**src/circular_deque_macros.svh**
```systemverilog
// Assertion macros shared by the circular deque RTL.
// Depends on nothing; included by the modules that carry checks.
`ifndef CIRCULAR_DEQUE_MACROS_SVH
`define CIRCULAR_DEQUE_MACROS_SVH

// Same-cycle implication, disabled while reset is high.
`define CD_ASSERT_IMPLY(label, clk, rst, ante, cons) \
   label: assert property (@(posedge clk) disable iff (rst) (ante) |-> (cons)) \
      else $error("circular deque check failed (same cycle)");

// Next-cycle implication, disabled while reset is high.
`define CD_ASSERT_NEXT(label, clk, rst, ante, cons) \
   label: assert property (@(posedge clk) disable iff (rst) (ante) |=> (cons)) \
      else $error("circular deque check failed (next cycle)");

`endif

```
**src/cd_pkg.sv**
```systemverilog
// Shared constants and types for the circular deque.
// Depends on nothing; used by circular_deque.
`default_nettype none

package cd_pkg;

   // Field widths of the request, response and control register
   localparam int KIND_W  = 3;
   localparam int VALUE_W = 32;
   localparam int COUNT_W = 5;
   localparam int CAP_W   = 5;

   typedef logic [KIND_W-1:0] kind_type;

   // Request kinds
   localparam kind_type KIND_PUSH_BACK  = 3'd0;
   localparam kind_type KIND_PUSH_FRONT = 3'd1;
   localparam kind_type KIND_POP_BACK   = 3'd2;
   localparam kind_type KIND_POP_FRONT  = 3'd3;
   localparam kind_type KIND_PEEK_BACK  = 3'd4;
   localparam kind_type KIND_PEEK_FRONT = 3'd5;
   localparam kind_type KIND_CLEAR      = 3'd6;

   // Build defaults and register reset value
   localparam int DEPTH_DEFAULT = 16;
   localparam int WIDTH_DEFAULT = 32;
   localparam logic [CAP_W-1:0] CAP_RESET = 5'd16;

endpackage

`default_nettype wire

```
**src/circular_deque.sv**
```systemverilog
// Circular deque: double-ended queue in a circular slot store of DEPTH entries.
// Depends on cd_pkg and on circular_deque_macros.svh for its checks.
//
// Usage:
//  - Request beats arrive on req_* (req_tuser = kind, req_tdata = value). Kinds are
//    push back, push front, pop back, pop front, peek back, peek front and clear.
//  - Every request beat yields exactly one response beat on rsp_*: status (1 = a push
//    into a full deque, or a pop or peek on an empty one), the element read (zero when
//    nothing is read), the count after the request and empty and full flags.
//  - csr_wr_en/csr_wr_data write the capacity in use (0 acts as 1, values above DEPTH
//    act as DEPTH). Write it only while idle and issue a clear afterward.
//  - The response is valid in the cycle after its request beat is taken.
//  - Throughput: one request per cycle while the receiver takes responses. The pointer
//    update, the slot write and the slot read all happen on the edge that takes the
//    request; the slot read lands in a registered read port that drives the response data.
//  - When the receiver stalls, the response register holds and req_tready falls; a new
//    request is taken in the same cycle that the waiting response is taken.
//  - Reset clears the pointers, the count and the response valid, and sets the
//    capacity to 16. Slot contents are not cleared; only written slots are ever read.
`default_nettype none
`include "circular_deque_macros.svh"

module circular_deque #(
   parameter int DEPTH = cd_pkg::DEPTH_DEFAULT,
   parameter int WIDTH = cd_pkg::WIDTH_DEFAULT
) (
   input  wire logic        clock,
   input  wire logic        reset,
   // Capacity register write port
   input  wire logic        csr_wr_en,
   input  wire logic [4:0]  csr_wr_data,
   // Request beats
   input  wire logic        req_tvalid,
   output logic             req_tready,
   input  wire logic [31:0] req_tdata,   // [31:0] value
   input  wire logic [2:0]  req_tuser,   // [2:0] kind
   // Response beats
   output logic             rsp_tvalid,
   input  wire logic        rsp_tready,
   output logic [39:0]      rsp_tdata    // [0] status, [32:1] read_value,
                                         // [37:33] count, [38] is_empty, [39] is_full
);

   localparam int IW   = (DEPTH > 1) ? $clog2(DEPTH) : 1;
   localparam int CNTW = $clog2(DEPTH + 1);
   localparam int CMPW = (CNTW > cd_pkg::CAP_W) ? CNTW : cd_pkg::CAP_W;
   localparam logic [CMPW-1:0] DEPTH_CMP = CMPW'(DEPTH);

   // State
   logic [cd_pkg::CAP_W-1:0] cap_ff;
   logic [IW-1:0]            front_ff, front_in;
   logic [IW-1:0]            back_ff, back_in;
   logic [CNTW-1:0]          count_ff, count_in;
   logic [WIDTH-1:0]         slots_ff [DEPTH];
   logic [WIDTH-1:0]         rd_data_ff;

   // Response register
   logic                     rsp_valid_ff;
   logic                     status_ff, status_in;
   logic                     rd_used_ff, rd_used_in;
   logic [cd_pkg::COUNT_W-1:0] out_count_ff;
   logic                     empty_ff, full_ff;

   logic                     req_acc;
   cd_pkg::kind_type         kind;
   logic [WIDTH-1:0]         push_elem;
   logic [CNTW-1:0]          cap_eff;
   logic [CMPW-1:0]          cap_cmp;
   logic                     is_full_now, is_empty_now;
   logic                     wr_en;
   logic [IW-1:0]            wr_addr, rd_addr;

   // Step an index forward with wraparound at the capacity.
   function automatic logic [IW-1:0] step_fwd(input logic [IW-1:0] idx,
                                               input logic [CNTW-1:0] cap);
      logic [CNTW:0] nxt;
      nxt = (CNTW+1)'(idx) + (CNTW+1)'(1);
      return (nxt >= (CNTW+1)'(cap)) ? '0 : IW'(nxt);
   endfunction

   // Step an index backward with wraparound at the capacity.
   function automatic logic [IW-1:0] step_back(input logic [IW-1:0] idx,
                                                input logic [CNTW-1:0] cap);
      logic [CNTW-1:0] top;
      top = cap - CNTW'(1);
      return (idx == '0) ? IW'(top) : idx - IW'(1);
   endfunction

   // Handshake: take a request whenever the response register is free or draining.
   assign req_tready = !rsp_valid_ff || rsp_tready;
   assign req_acc    = req_tvalid && req_tready;
   assign kind       = req_tuser;
   assign push_elem  = WIDTH'(req_tdata);

   // Effective capacity: zero acts as one, values above DEPTH act as DEPTH.
   assign cap_cmp = CMPW'(cap_ff);
   always_comb begin
      priority if (cap_cmp == '0) begin
         cap_eff = CNTW'(1);
      end else if (cap_cmp > DEPTH_CMP) begin
         cap_eff = CNTW'(DEPTH);
      end else begin
         cap_eff = CNTW'(cap_cmp);
      end
   end

   assign is_full_now  = count_ff >= cap_eff;
   assign is_empty_now = count_ff == '0;

   // Next pointers, count, slot access and status for the offered request.
   always_comb begin
      front_in   = front_ff;
      back_in    = back_ff;
      count_in   = count_ff;
      status_in  = 1'b0;
      rd_used_in = 1'b0;
      wr_en      = 1'b0;
      wr_addr    = back_ff;
      rd_addr    = front_ff;
      unique case (kind)
         cd_pkg::KIND_PUSH_BACK: begin
            if (is_full_now) begin
               status_in = 1'b1;
            end else begin
               wr_en    = 1'b1;
               wr_addr  = back_ff;
               back_in  = step_fwd(back_ff, cap_eff);
               count_in = count_ff + CNTW'(1);
            end
         end
         cd_pkg::KIND_PUSH_FRONT: begin
            if (is_full_now) begin
               status_in = 1'b1;
            end else begin
               wr_en    = 1'b1;
               front_in = step_back(front_ff, cap_eff);
               wr_addr  = front_in;
               count_in = count_ff + CNTW'(1);
            end
         end
         cd_pkg::KIND_POP_BACK: begin
            rd_addr = step_back(back_ff, cap_eff);
            if (is_empty_now) begin
               status_in = 1'b1;
            end else begin
               rd_used_in = 1'b1;
               back_in    = rd_addr;
               count_in   = count_ff - CNTW'(1);
            end
         end
         cd_pkg::KIND_POP_FRONT: begin
            rd_addr = front_ff;
            if (is_empty_now) begin
               status_in = 1'b1;
            end else begin
               rd_used_in = 1'b1;
               front_in   = step_fwd(front_ff, cap_eff);
               count_in   = count_ff - CNTW'(1);
            end
         end
         cd_pkg::KIND_PEEK_BACK: begin
            rd_addr = step_back(back_ff, cap_eff);
            if (is_empty_now) begin
               status_in = 1'b1;
            end else begin
               rd_used_in = 1'b1;
            end
         end
         cd_pkg::KIND_PEEK_FRONT: begin
            rd_addr = front_ff;
            if (is_empty_now) begin
               status_in = 1'b1;
            end else begin
               rd_used_in = 1'b1;
            end
         end
         cd_pkg::KIND_CLEAR: begin
            front_in = '0;
            back_in  = '0;
            count_in = '0;
         end
         default: begin
         end
      endcase
   end

   // Capacity register
   always_ff @(posedge clock) begin
      if (reset) begin
         cap_ff <= cd_pkg::CAP_RESET;
      end else if (csr_wr_en) begin
         cap_ff <= csr_wr_data;
      end
   end

   // Pointers and count
   always_ff @(posedge clock) begin
      if (reset) begin
         front_ff <= '0;
         back_ff  <= '0;
         count_ff <= '0;
      end else if (req_acc) begin
         front_ff <= front_in;
         back_ff  <= back_in;
         count_ff <= count_in;
      end
   end

   // Slot store: one write port, one registered read port.
   always_ff @(posedge clock) begin
      if (req_acc && wr_en) begin
         slots_ff[wr_addr] <= push_elem;
      end
      if (req_acc) begin
         rd_data_ff <= slots_ff[rd_addr];
      end
   end

   // Response valid
   always_ff @(posedge clock) begin
      if (reset) begin
         rsp_valid_ff <= 1'b0;
      end else if (req_acc) begin
         rsp_valid_ff <= 1'b1;
      end else if (rsp_tready) begin
         rsp_valid_ff <= 1'b0;
      end
   end

   // Response payload
   always_ff @(posedge clock) begin
      if (req_acc) begin
         status_ff    <= status_in;
         rd_used_ff   <= rd_used_in;
         out_count_ff <= cd_pkg::COUNT_W'(count_in);
         empty_ff     <= count_in == '0;
         full_ff      <= count_in >= cap_eff;
      end
   end

   assign rsp_tvalid = rsp_valid_ff;
   assign rsp_tdata  = {full_ff, empty_ff, out_count_ff,
                        rd_used_ff ? cd_pkg::VALUE_W'(rd_data_ff) : '0,
                        status_ff};

   // Checks
   `CD_ASSERT_IMPLY(a_count_bound, clock, reset, 1'b1, count_ff <= CNTW'(DEPTH))
   `CD_ASSERT_NEXT(a_clear_empties, clock, reset, req_acc && kind == cd_pkg::KIND_CLEAR, count_ff == '0 && front_ff == '0 && back_ff == '0)
   `CD_ASSERT_NEXT(a_reject_keeps, clock, reset, req_acc && status_in, $stable(count_ff) && $stable(front_ff) && $stable(back_ff))
   `CD_ASSERT_NEXT(a_rsp_follows, clock, reset, req_acc, rsp_valid_ff)
   `CD_ASSERT_IMPLY(a_empty_flag, clock, reset, rsp_valid_ff, empty_ff == (out_count_ff == '0))

endmodule

`default_nettype wire
```
**config.mk**
```make
export PLATFORM = sky130hd
export DESIGN_NAME = circular_deque
export DESIGN_NICKNAME = d
export VERILOG_FILES = /design/src/cd_pkg.sv /design/src/circular_deque.sv
export VERILOG_INCLUDE_DIRS = /design/src /design/src/src
export SDC_FILE = /design/constraint.sdc
export NUM_CORES = 1
export LEC_CHECK = 0
export BUFFER_PORTS_ARGS = -buffer_cell sky130_fd_sc_hd__buf_2
export CAP_MARGIN = 10
export CORE_MARGIN = 2
export CORE_UTILIZATION = 40
export DETAILED_ROUTE_END_ITERATION = 8
export GPL_TIMING_DRIVEN = 0
export PLACE_DENSITY = 0.58
export SYNTH_ARGS = -nofsm -noshare
export SYNTH_HDL_FRONTEND = slang
export SYNTH_SLANG_ARGS = --single-unit
```
**constraint.sdc**
```tcl
create_clock -name clock -period 7 [get_ports clock]
set_clock_uncertainty 0.2 [all_clocks]
set_input_delay 0.35 -clock clock [delete_from_list [all_inputs] [get_ports clock]]
set_output_delay 0.35 -clock clock [all_outputs]
set_load 0.01 [all_outputs]
```
; ---- Word level (Yosys, flattened, before mapping)
; Memory sizes are Yosys's and may differ from the RTL's. A register that Yosys moved wholly into a read port is not among the register bits.
; Cells that the tools add are included.
[word_totals]
ff_bits = 28
mem_bits_rw = 512
inputBits = 45
out_inout_bits = 42
wordCells = 81
mem_count = 1
[op_classes]
n_addsub = 7
n_lt_le_gt_ge = 5
n_eq_ne = 10
muxes = 29
n_reduce_logical = 19
[memory_table]
columns = name, depth, width, read_ports, rd_clocked_by_memory_dff, write_ports, line_no
row1 = slots_ff, 16, 32, 1, 1, 1, circular_deque.sv:54  ; logic [WIDTH-1:0] slots_ff [DEPTH];
[ops]
columns = cell, count
row1 = $mux W4, 11
row2 = $mux W32, 1
row3 = $pmux W4 S3, 2
row4 = $ge A5 B5 Y1, 4
row5 = $mux W5, 4
row6 = $logic_not A5 Y1, 3
row7 = $pmux W5 S3, 1
row8 = $sub A4 B1 Y4 const B, 3
row9 = $add A4 B1 Y5 const B, 2
row10 = $eq A3 B3 Y1 const B, 3
row11 = $mux W1, 9
row12 = $logic_not A4 Y1, 2
row13 = $ne A2 B2 Y1 const B, 4
row14 = $reduce_and A4 Y1, 2
row15 = $eq A3 B2 Y1 const B, 2
row16 = $reduce_bool A3 Y1, 2
row17 = $reduce_or A2 Y1, 3
row18 = $add A5 B1 Y5 const B, 1
row19 = $gt A5 B5 Y1 const B, 1
row20 = $sub A5 B1 Y5 const B, 1
row21 = $reduce_or A4 Y1, 1
row22 = $eq A3 B1 Y1 const B, 1
row23 = $logic_not A3 Y1, 1
row24 = $logic_and A1 B1 Y1, 2
row25 = 4 further kinds, 4

; ---- Logic depth before layout (Yosys ltp)
; Gate-level depths: netlist of the first run.
[logic_depth]
word_depth = 9
mapped_depth = 14

; ---- Worst setup path before layout of the first run
; No wires, ideal clock.
[synth_timing]
kind = register to register
startpoint = register cap_ff (netlist bit cap_cmp[1])
endpoint = memory slots_ff[0][0] in the netlist's numbering (enable)
setup_ns = 0.421
arrival_ns = 3.968
required_time_ns = 6.379
setup_slack_ns = 2.411
path_stages_with_launch = 11
n_path_buf = 0
synth_period_minus_slack_ns = 4.589
path_cell_list = dfxtp_1 > or3_1 > a21oi_1 > ha_1 > nor2b_1 > o21a_1 > o2111ai_1 > mux2_2 > nor3_1 > nand2_1 > nor2_1
[synth_between]
elab_chain_len = 9
[synth_rtl]
columns = item, line_no
row1 = from (decl), circular_deque.sv:50  ; logic [cd_pkg::CAP_W-1:0] cap_ff;
row2 = from (signal assigned), circular_deque.sv:190  ; cap_ff <= cd_pkg::CAP_RESET;
row3 = from (signal assigned), circular_deque.sv:192  ; cap_ff <= csr_wr_data;
row4 = $gt A5 B5 Y1, circular_deque.sv:100  ; end else if (cap_cmp > DEPTH_CMP) begin
row5 = $mux W5, circular_deque.sv:100
row6 = $mux W5 (*), circular_deque.sv:98  ; priority if (cap_cmp == '0) begin
row7 = $ge A5 B5 Y1, circular_deque.sv:107  ; assign is_full_now = count_ff >= cap_eff;
row8 = $mux W1, "circular_deque.sv:122, circular_deque.sv:132"
row9 = $mux W1, n/a
row10 = $logic_and A1 B1 Y1, circular_deque.sv:211  ; if (req_acc && wr_en) begin
row11 = $mux W1, circular_deque.sv:211
row12 = $mux W1 (implied by the code), circular_deque.sv:212  ; slots_ff[wr_addr] <= push_elem;
row13 = to (decl), circular_deque.sv:54
; Every way passes the cells marked *; elsewhere a longest branch is shown, timed or not.

; ---- Worst setup path in the final report of the first run
[layout_timing]
startpoint = register cap_ff (netlist bit cap_cmp[1])
endpoint = register rd_data_ff[10] (read register of slots_ff), data pin
[layout_between]
elab_chain_len = 6
[layout_rtl]
columns = item, line_no
row1 = $gt A5 B5 Y1, circular_deque.sv:100
row2 = $mux W5, circular_deque.sv:100
row3 = $mux W5 (*), circular_deque.sv:98
row4 = $sub A4 B1 Y4 (*), circular_deque.sv:85  ; top = cap - CNTW'(1);
row5 = $mux W4 (*), circular_deque.sv:86  ; return (idx == '0) ? IW'(top) : idx - IW'(1);
row6 = $mux W4 (*), n/a
row7 = to (decl), circular_deque.sv:55  ; logic [WIDTH-1:0] rd_data_ff;
; Marks and branches as above.
; A chain may end at the register's enable or synchronous reset.

==> results of run 1 <==
-- where the power goes --
part / internal (mW) / leakage, nW / switching [mW] / total (mW)
clock network: 1.72 / 0.909 / 1.33 / 3.05
registers: 3.84 / 5.16 / 0.0228 / 3.86
logic: 0.374 / 3.54 / 0.762 / 1.14
total: 5.93 / 9.61 / 2.12 / 8.05
-- cell type report --
class                           count  area, um2  share of cell area [%]
Multi-Input combinational cell   1017       5953                   21.56
Clock inverter                     43      386.6                   1.400
Buffer                            112      516.7                   1.871
Timing Repair Buffer              147       1274                   4.612
Tap cell                          765      957.2                   3.466
Sequential cell                   572      16990                   61.51
Antenna cell                        1      2.502                0.009061
Clock buffer                       64       1453                   5.260
Inverter                           23      87.58                  0.3171
-- worst max-delay path: stages (launching register included) --
cell and delay (ns):
dfxtp_1 0.34, or3_1 0.41, a21oi_1 0.67, inv_1 0.10
ha_1 0.33, nor4bb_1 0.50, a2111oi_2 0.12, a21oi_2 0.31
buf_2 0.30, buf_2 0.30, clkbuf_1 0.64, a311oi_1 0.31
a211o_1 0.32
-- path summary, 6_finish.rpt --
kind	from	endpoint	slack (ns)
setup / recovery	cap_cmp[1]$_SDFFE_PP0P_	rd_data_ff[10]$_DFFE_PP_	1.85
hold / removal	req_tuser[1]	status_ff$_DFFE_PP_	0.09
setup reg to reg	cap_cmp[1]$_SDFFE_PP0P_	rd_data_ff[10]$_DFFE_PP_	1.85
hold reg to reg	count_ff[0]$_SDFFE_PP0P_	count_ff[0]$_SDFFE_PP0P_	0.35
-- Yosys cell counts (all sizes together), types with 3 or more instances --
cell      n  area share [%]
a211o    34             1.3
a211oi    8            0.28
a21o     39             1.2
a21oi   181             4.0
a22o     33             1.2
a311oi   35             1.3
a31oi     8            0.21
a32oi    64             2.4
and2     33            0.88
and3      5            0.13
buf      55             1.3
clkbuf   57            0.91
dfxtp    19             1.6
edfxtp  553              71
ha       29             1.5
inv      22            0.35
mux2i    10            0.43
nand2   383             6.1
nand2b   12            0.32
nand3    35            0.75
nor2     38            0.61
nor2b     3           0.080
nor3      5            0.11
o211ai    5            0.16
o21a      3           0.096
o21ai    22            0.49
o31ai     3           0.096
or2       3           0.080
xnor2     4            0.15
xor2      3            0.11
-- timing repair --
action | 4_1_cts | 5_1_grt
resized for setup | 0 | 0
hold buffers | 46 | 0
endpoints found under the hold margin | 526 | 0
-- sequential cells by signal, summed over array words and instances, names as in the netlist --
signal,flops
count_ff,5
out_count_ff,5
front_ff,4
status_ff,1
back_ff,4
rsp_tvalid,1
cap_cmp,5
slots_ff,512
rd_data_ff,32
empty_ff,1
rd_used_ff,1
full_ff,1
-- stage by stage --
| step | total power, mW | util [%] |
|---|---|---|
| 6_report | 8.046 | 47.77 |
| 3_3_place_gp | 5.018 | 42.90 |
| 4_1_cts | 8.094 | 47.77 |
| 2_1_floorplan | 4.589 | - |
| 5_1_grt | 8.323 | 47.77 |
| 3_5_place_dp | 5.044 | 43.79 |
-- cell families after synthesis --
group	Yosys count	synth area share (%)
flops	572	72.52
simple gates	526	9.413
compound gates	443	13.16
buf+inv	135	2.575
fa+ha+maj	30	1.592
mux	11	0.4754
xor+xnor	7	0.2618
-- routing by layer --
metal / vias up / wire [um]
met2: 514 / 31080
met4: 0 / 1773
li1: 6947 / -
met5: - / 0
met1: 7729 / 27650
met3: 105 / 4094
-- placed cells by master, fill, tap and decap left out, types with 34 or more instances in the layout --
cell type	instances
buf_2	119
nand2_1	383
a32oi_1	64
a21o_1	39
nand3_1	35
clkbuf_1	64
a211o_1	34
edfxtp_1	553
a21oi_1	170
clkbuf_16	57
a311oi_1	35
dlygate4sd3_1	46
==> metrics.txt, run 1 <==
GR Util met3 under 10%; YS warnings 0; Residual DRC 0; CP startpoint kind flip-flop; Tmin final ~5.2 ns; row cnt 88; largest net degree at the start of global routing 31; outcome finished, final reports clean; 1st-iter DRT viols about 1700; Post-Syn Instances between 1500 and 2000; Seq/Total Area, Yosys between 70 and 80%; IO Count between 80 and 90; Fmax approximately 190 MHz; final WL ~65000 um; CTS buffer count 57; H-tree depth 2; async set-reset flop share out of synthesis 0%; hold depth 3; Worst Path Class, Setup flip-flop to flip-flop; Routed Antenna Nets 0; Worst-Skew Late Latency between 0.6 and 0.7 ns; Mapped Nets between 1500 and 2000; die height 246.0 um; actual slew at the worst max-slew pin between 0.9 and 1 ns; CTS root buf clkbuf_16; number of max-cap violations 0; Worst Reg-to-Reg Cells 12; Die ar. 60510 um2; number of flops mapped to enable cells by yosys about 550; Crit Path Max Fanout 10; Post-CTS Setup Bufs 0; worst slack at placement about 2.0 ns; Setup TNS 0 ns; Finished Cell Area 27620 um2; vias after detailed routing between 15000 and 20000; Worst slew margin approximately a third; Yosys cell types between 50 and 60; Starting Density between 40 and 50%; drt pass-1 iters 6; ys flop type edfxtp_1; Post-Place Cells about 2600; routability cong. between 0.8 and 0.9; final net count approximately 2000; fraction of layout cells with a size suffix above 1 a little over an eighth; placed cell areas 25310 um2; first-pass GRT wire length a little under 100000 um; hold slack between 0.08 and 0.09 ns; Worst EP arrival ~5.3 ns; Critical Path End Type flip-flop; # fillers 5078; RSZ-0062 raised after global routing false; final setup margin between 1.5 and 2 ns; gr ovfl total 0; GR peak layer met2; via/cell ratio approximately 5.6; cell area after synthesis approximately 23000 um2; M1 GR Usage 28.96%; PortBufs between 80 and 90; clock-pin slew on the worst setup and hold paths about 0.060 ns; max-slew violations 0; Tcrit/Tclk final 73.58%; TritonCTS clock tree yes; Cell Pwr Density just under 300 nW/um2; All-Layer GR Usage about a fifth; Yosys reg bits around 570; initial antenna violation count 0; Hold Path Class primary input to flip-flop; CP required slightly above 7 ns; peak supply drop 0.2079 mV; Area Overhead vs Synth 17.91%; vias in the first global route 15290; Max clock buf depth 3; Leak between 9 and 10 nW; post-DP HPWL about 42000 um; Die X 246.0 um; final hold viol count 0; met2 usage 35.44%; Core Box Area 57810 um2; Sink Count 572; non-filler instance count after layout roughly 2700; Mean Syn Cell Area between 10 and 15 um2; Setup-failing EPs final 0; post-DR wirelength/cell 23.54 um
Power figures use the tool's default switching activity.
==> run 2, diff against run 1 <==
==> constraint.sdc (replaced) <==
create_clock -name clock -period 5.19 [get_ports clock]
set_clock_uncertainty 0.2 [all_clocks]
set_input_delay 0.2595 -clock clock [delete_from_list [all_inputs] [get_ports clock]]
set_output_delay 0.2595 -clock clock [all_outputs]
set_load 0.01 [all_outputs]
==> metrics.txt, run 2 (synthesis gave the netlist of run 1 again) <==
Die ar. 60510 um2 (unchanged); CP required 5.36 ns (-1.80 ns); 1st-iter DRT viols 1638 (-2.0%); Core Box Area 57810 um2 (unchanged); n_diodes 0 (-1); Cell Pwr Density 392.5 nW/um2 (+35%); Starting Density 40.52% (unchanged); final setup margin 0.3372 ns (-1.513 ns); post-DR wirelength/cell 23.55 um (about the same); met2 wire length 31020 um (-0.18%); register name with the most flops slots_ff; Worst slew margin 35.86% (+0.65 points); met3 wire length 3962 um (-3.2%); Sw Pwr 2.847 mW (+35%); row cnt 88 (unchanged); All-Layer GR Usage 21.38% (about the same); peak supply drop 0.2811 mV (+35%); Hold Path Class primary input to flip-flop; Tcrit/Tclk final 93.50% (+20 points); actual slew at the worst max-slew pin 0.9622 ns (-0.009775 ns); Leak 9.620 nW (+0.11%); CP startpoint kind flip-flop; initial antenna violation count 0 (unchanged); met1 wire length 27840 um (+0.68%); Int Pwr 8.001 mW (+35%); post-DP HPWL 42490 um (unchanged); worst slack at placement 0.1809 ns (-1.810 ns); most frequent cells in the layout edfxtp_1 (553), nand2_1 (383), a21oi_1 (169), buf_2 (119), a32oi_1 (64); die height 246.0 um (unchanged); Area Overhead vs Synth 18.00% (about the same); Die X 246.0 um (unchanged); Tot Pwr 10.85 mW (+35%); uppermost routed layer met4; outcome finished, final reports clean; switching share of power 26.25% (-0.038 points); PortBufs 84 (unchanged); Worst Path Class, Setup flip-flop to flip-flop; vias in the first global route 15300 (+0.065%); H-tree depth 2 (unchanged); Comb power frac 14.2% (about the same); final hold viol count 0 (unchanged); drt pass-1 iters 5 (-1); Worst-Skew Late Latency 0.63 ns (about the same); Sink Count 572 (unchanged); via/cell ratio 5.568 (-0.11%); fraction of layout cells with a size suffix above 1 13.33% (+0.088 points); RSZ-0062 raised after global routing false; final WL 64640 um (about the same); gr ovfl total 0 (unchanged); Tmin final 4.853 ns (-0.2974 ns); IO Count 87 (unchanged); Fmax 206.1 MHz (+6.1%); number of max-cap violations 0 (unchanged); Residual DRC 0 (unchanged); routability cong. 0.8456 (unchanged); Worst EP arrival 5.02 ns (-0.29 ns); max-slew violations 0 (unchanged); commonest non-fill, non-tap cell in the layout edfxtp_1; max FFs per register 512 (unchanged); Critical Path End Type flip-flop; Clock Power Share 37.8% (about the same); TritonCTS clock tree yes; final net count 2006 (+0.10%); sequential power share 48.0% (about the same); Top Registers slots_ff: 512 flops, rd_data_ff: 32 flops; vias after detailed routing 15280 (-0.072%); CTS root buf clkbuf_16; CTS buffer count 57 (unchanged); Crit Path Max Fanout 10 (unchanged); # fillers 5081 (+0.059%); first-pass GRT wire length 96260 um (about the same); Max clock buf depth 3 (unchanged); Setup-failing EPs final 0 (unchanged); Routed Antenna Nets 0 (unchanged); largest net degree at the start of global routing 31 (unchanged); clock-pin slew on the worst setup and hold paths 0.06 ns (about the same); Post-CTS Setup Bufs 0 (unchanged)
[run 2: changes by cell type in the layout (fill, tap and decap cells not counted), sizes merged]
cell,change
diode,-1
dlygate4sd3,+2
[run 2: through the flow]
stage	cells	utilization (%)	TNS, ns	hold slack, ns	instance area (um2)
floorplan	1724	-	0	0.1316	23420
global placement	2573	42.90	-665.49	0.2655	24800
detailed placement	2590	43.79	0	0.2654	25310
CTS	2745	47.81	0	0.1280	27630
global route	2745	47.81	0	0.1798	27640
finish	2745	47.81	0	0.1634	27640
[run 2: critical path: stages (launching register included)]
cell and delay [ns]:
dfxtp_1 0.34, or3_1 0.43, a21oi_2 0.41, inv_1 0.09
ha_1 0.31, nor4bb_1 0.49, a2111oi_2 0.12, a21oi_2 0.33
buf_2 0.31, buf_2 0.35, clkbuf_1 0.68, nand3_1 0.18
a211o_1 0.35
[run 2: what timing repair did]
action | 4_1_cts | 5_1_grt
hold buffers | 48 | 0
endpoints found under the hold margin | 527 | 0
setup endpoints to repair | 0 | 32
resized for setup | 0 | 3
[run 2: area by class of cell]
cell class | count | area (um2) | share of cell area (%)
buffer | 112 | 518.0 | 1.874
clock buffer | 64 | 1453 | 5.256
clock inverter | 43 | 386.6 | 1.399
inverter | 23 | 87.58 | 0.3169
multi-input combinational | 1017 | 5957 | 21.55
sequential | 572 | 16990 | 61.46
tap | 765 | 957.2 | 3.463
timing repair buffer | 149 | 1294 | 4.681
[run 2: power groups by stage]
stage	Clock [mW]	Combinational (mW)	Sequential (mW)
after floorplan	0	0.888	5.30
after global placement	0	1.46	5.31
after detailed placement	0	1.50	5.31
after CTS	4.17	1.54	5.21
after global routing	4.35	1.66	5.21
final	4.11	1.54	5.21
[run 2: path summary, 6_finish.rpt]
check | from | to | slack, ns | depth (start not counted)
max reg2reg | cap_cmp[1]$_SDFFE_PP0P_ | rd_data_ff[12]$_DFFE_PP_ | 0.34 | 12
min reg2reg | count_ff[0]$_SDFFE_PP0P_ | count_ff[0]$_SDFFE_PP0P_ | 0.35 | 2
max | cap_cmp[1]$_SDFFE_PP0P_ | rd_data_ff[12]$_DFFE_PP_ | 0.34 | 12
min | reset | count_ff[2]$_SDFFE_PP0P_ | 0.16 | 3
[run 2: per-layer routing]
layer | global-route usage [%] | up-vias
met3 | 3.246 | 106
met1 | 28.97 | 7730
met5 | 0 | -
met2 | 35.48 | 497
met4 | 6.613 | 0
li1 | - | 6951
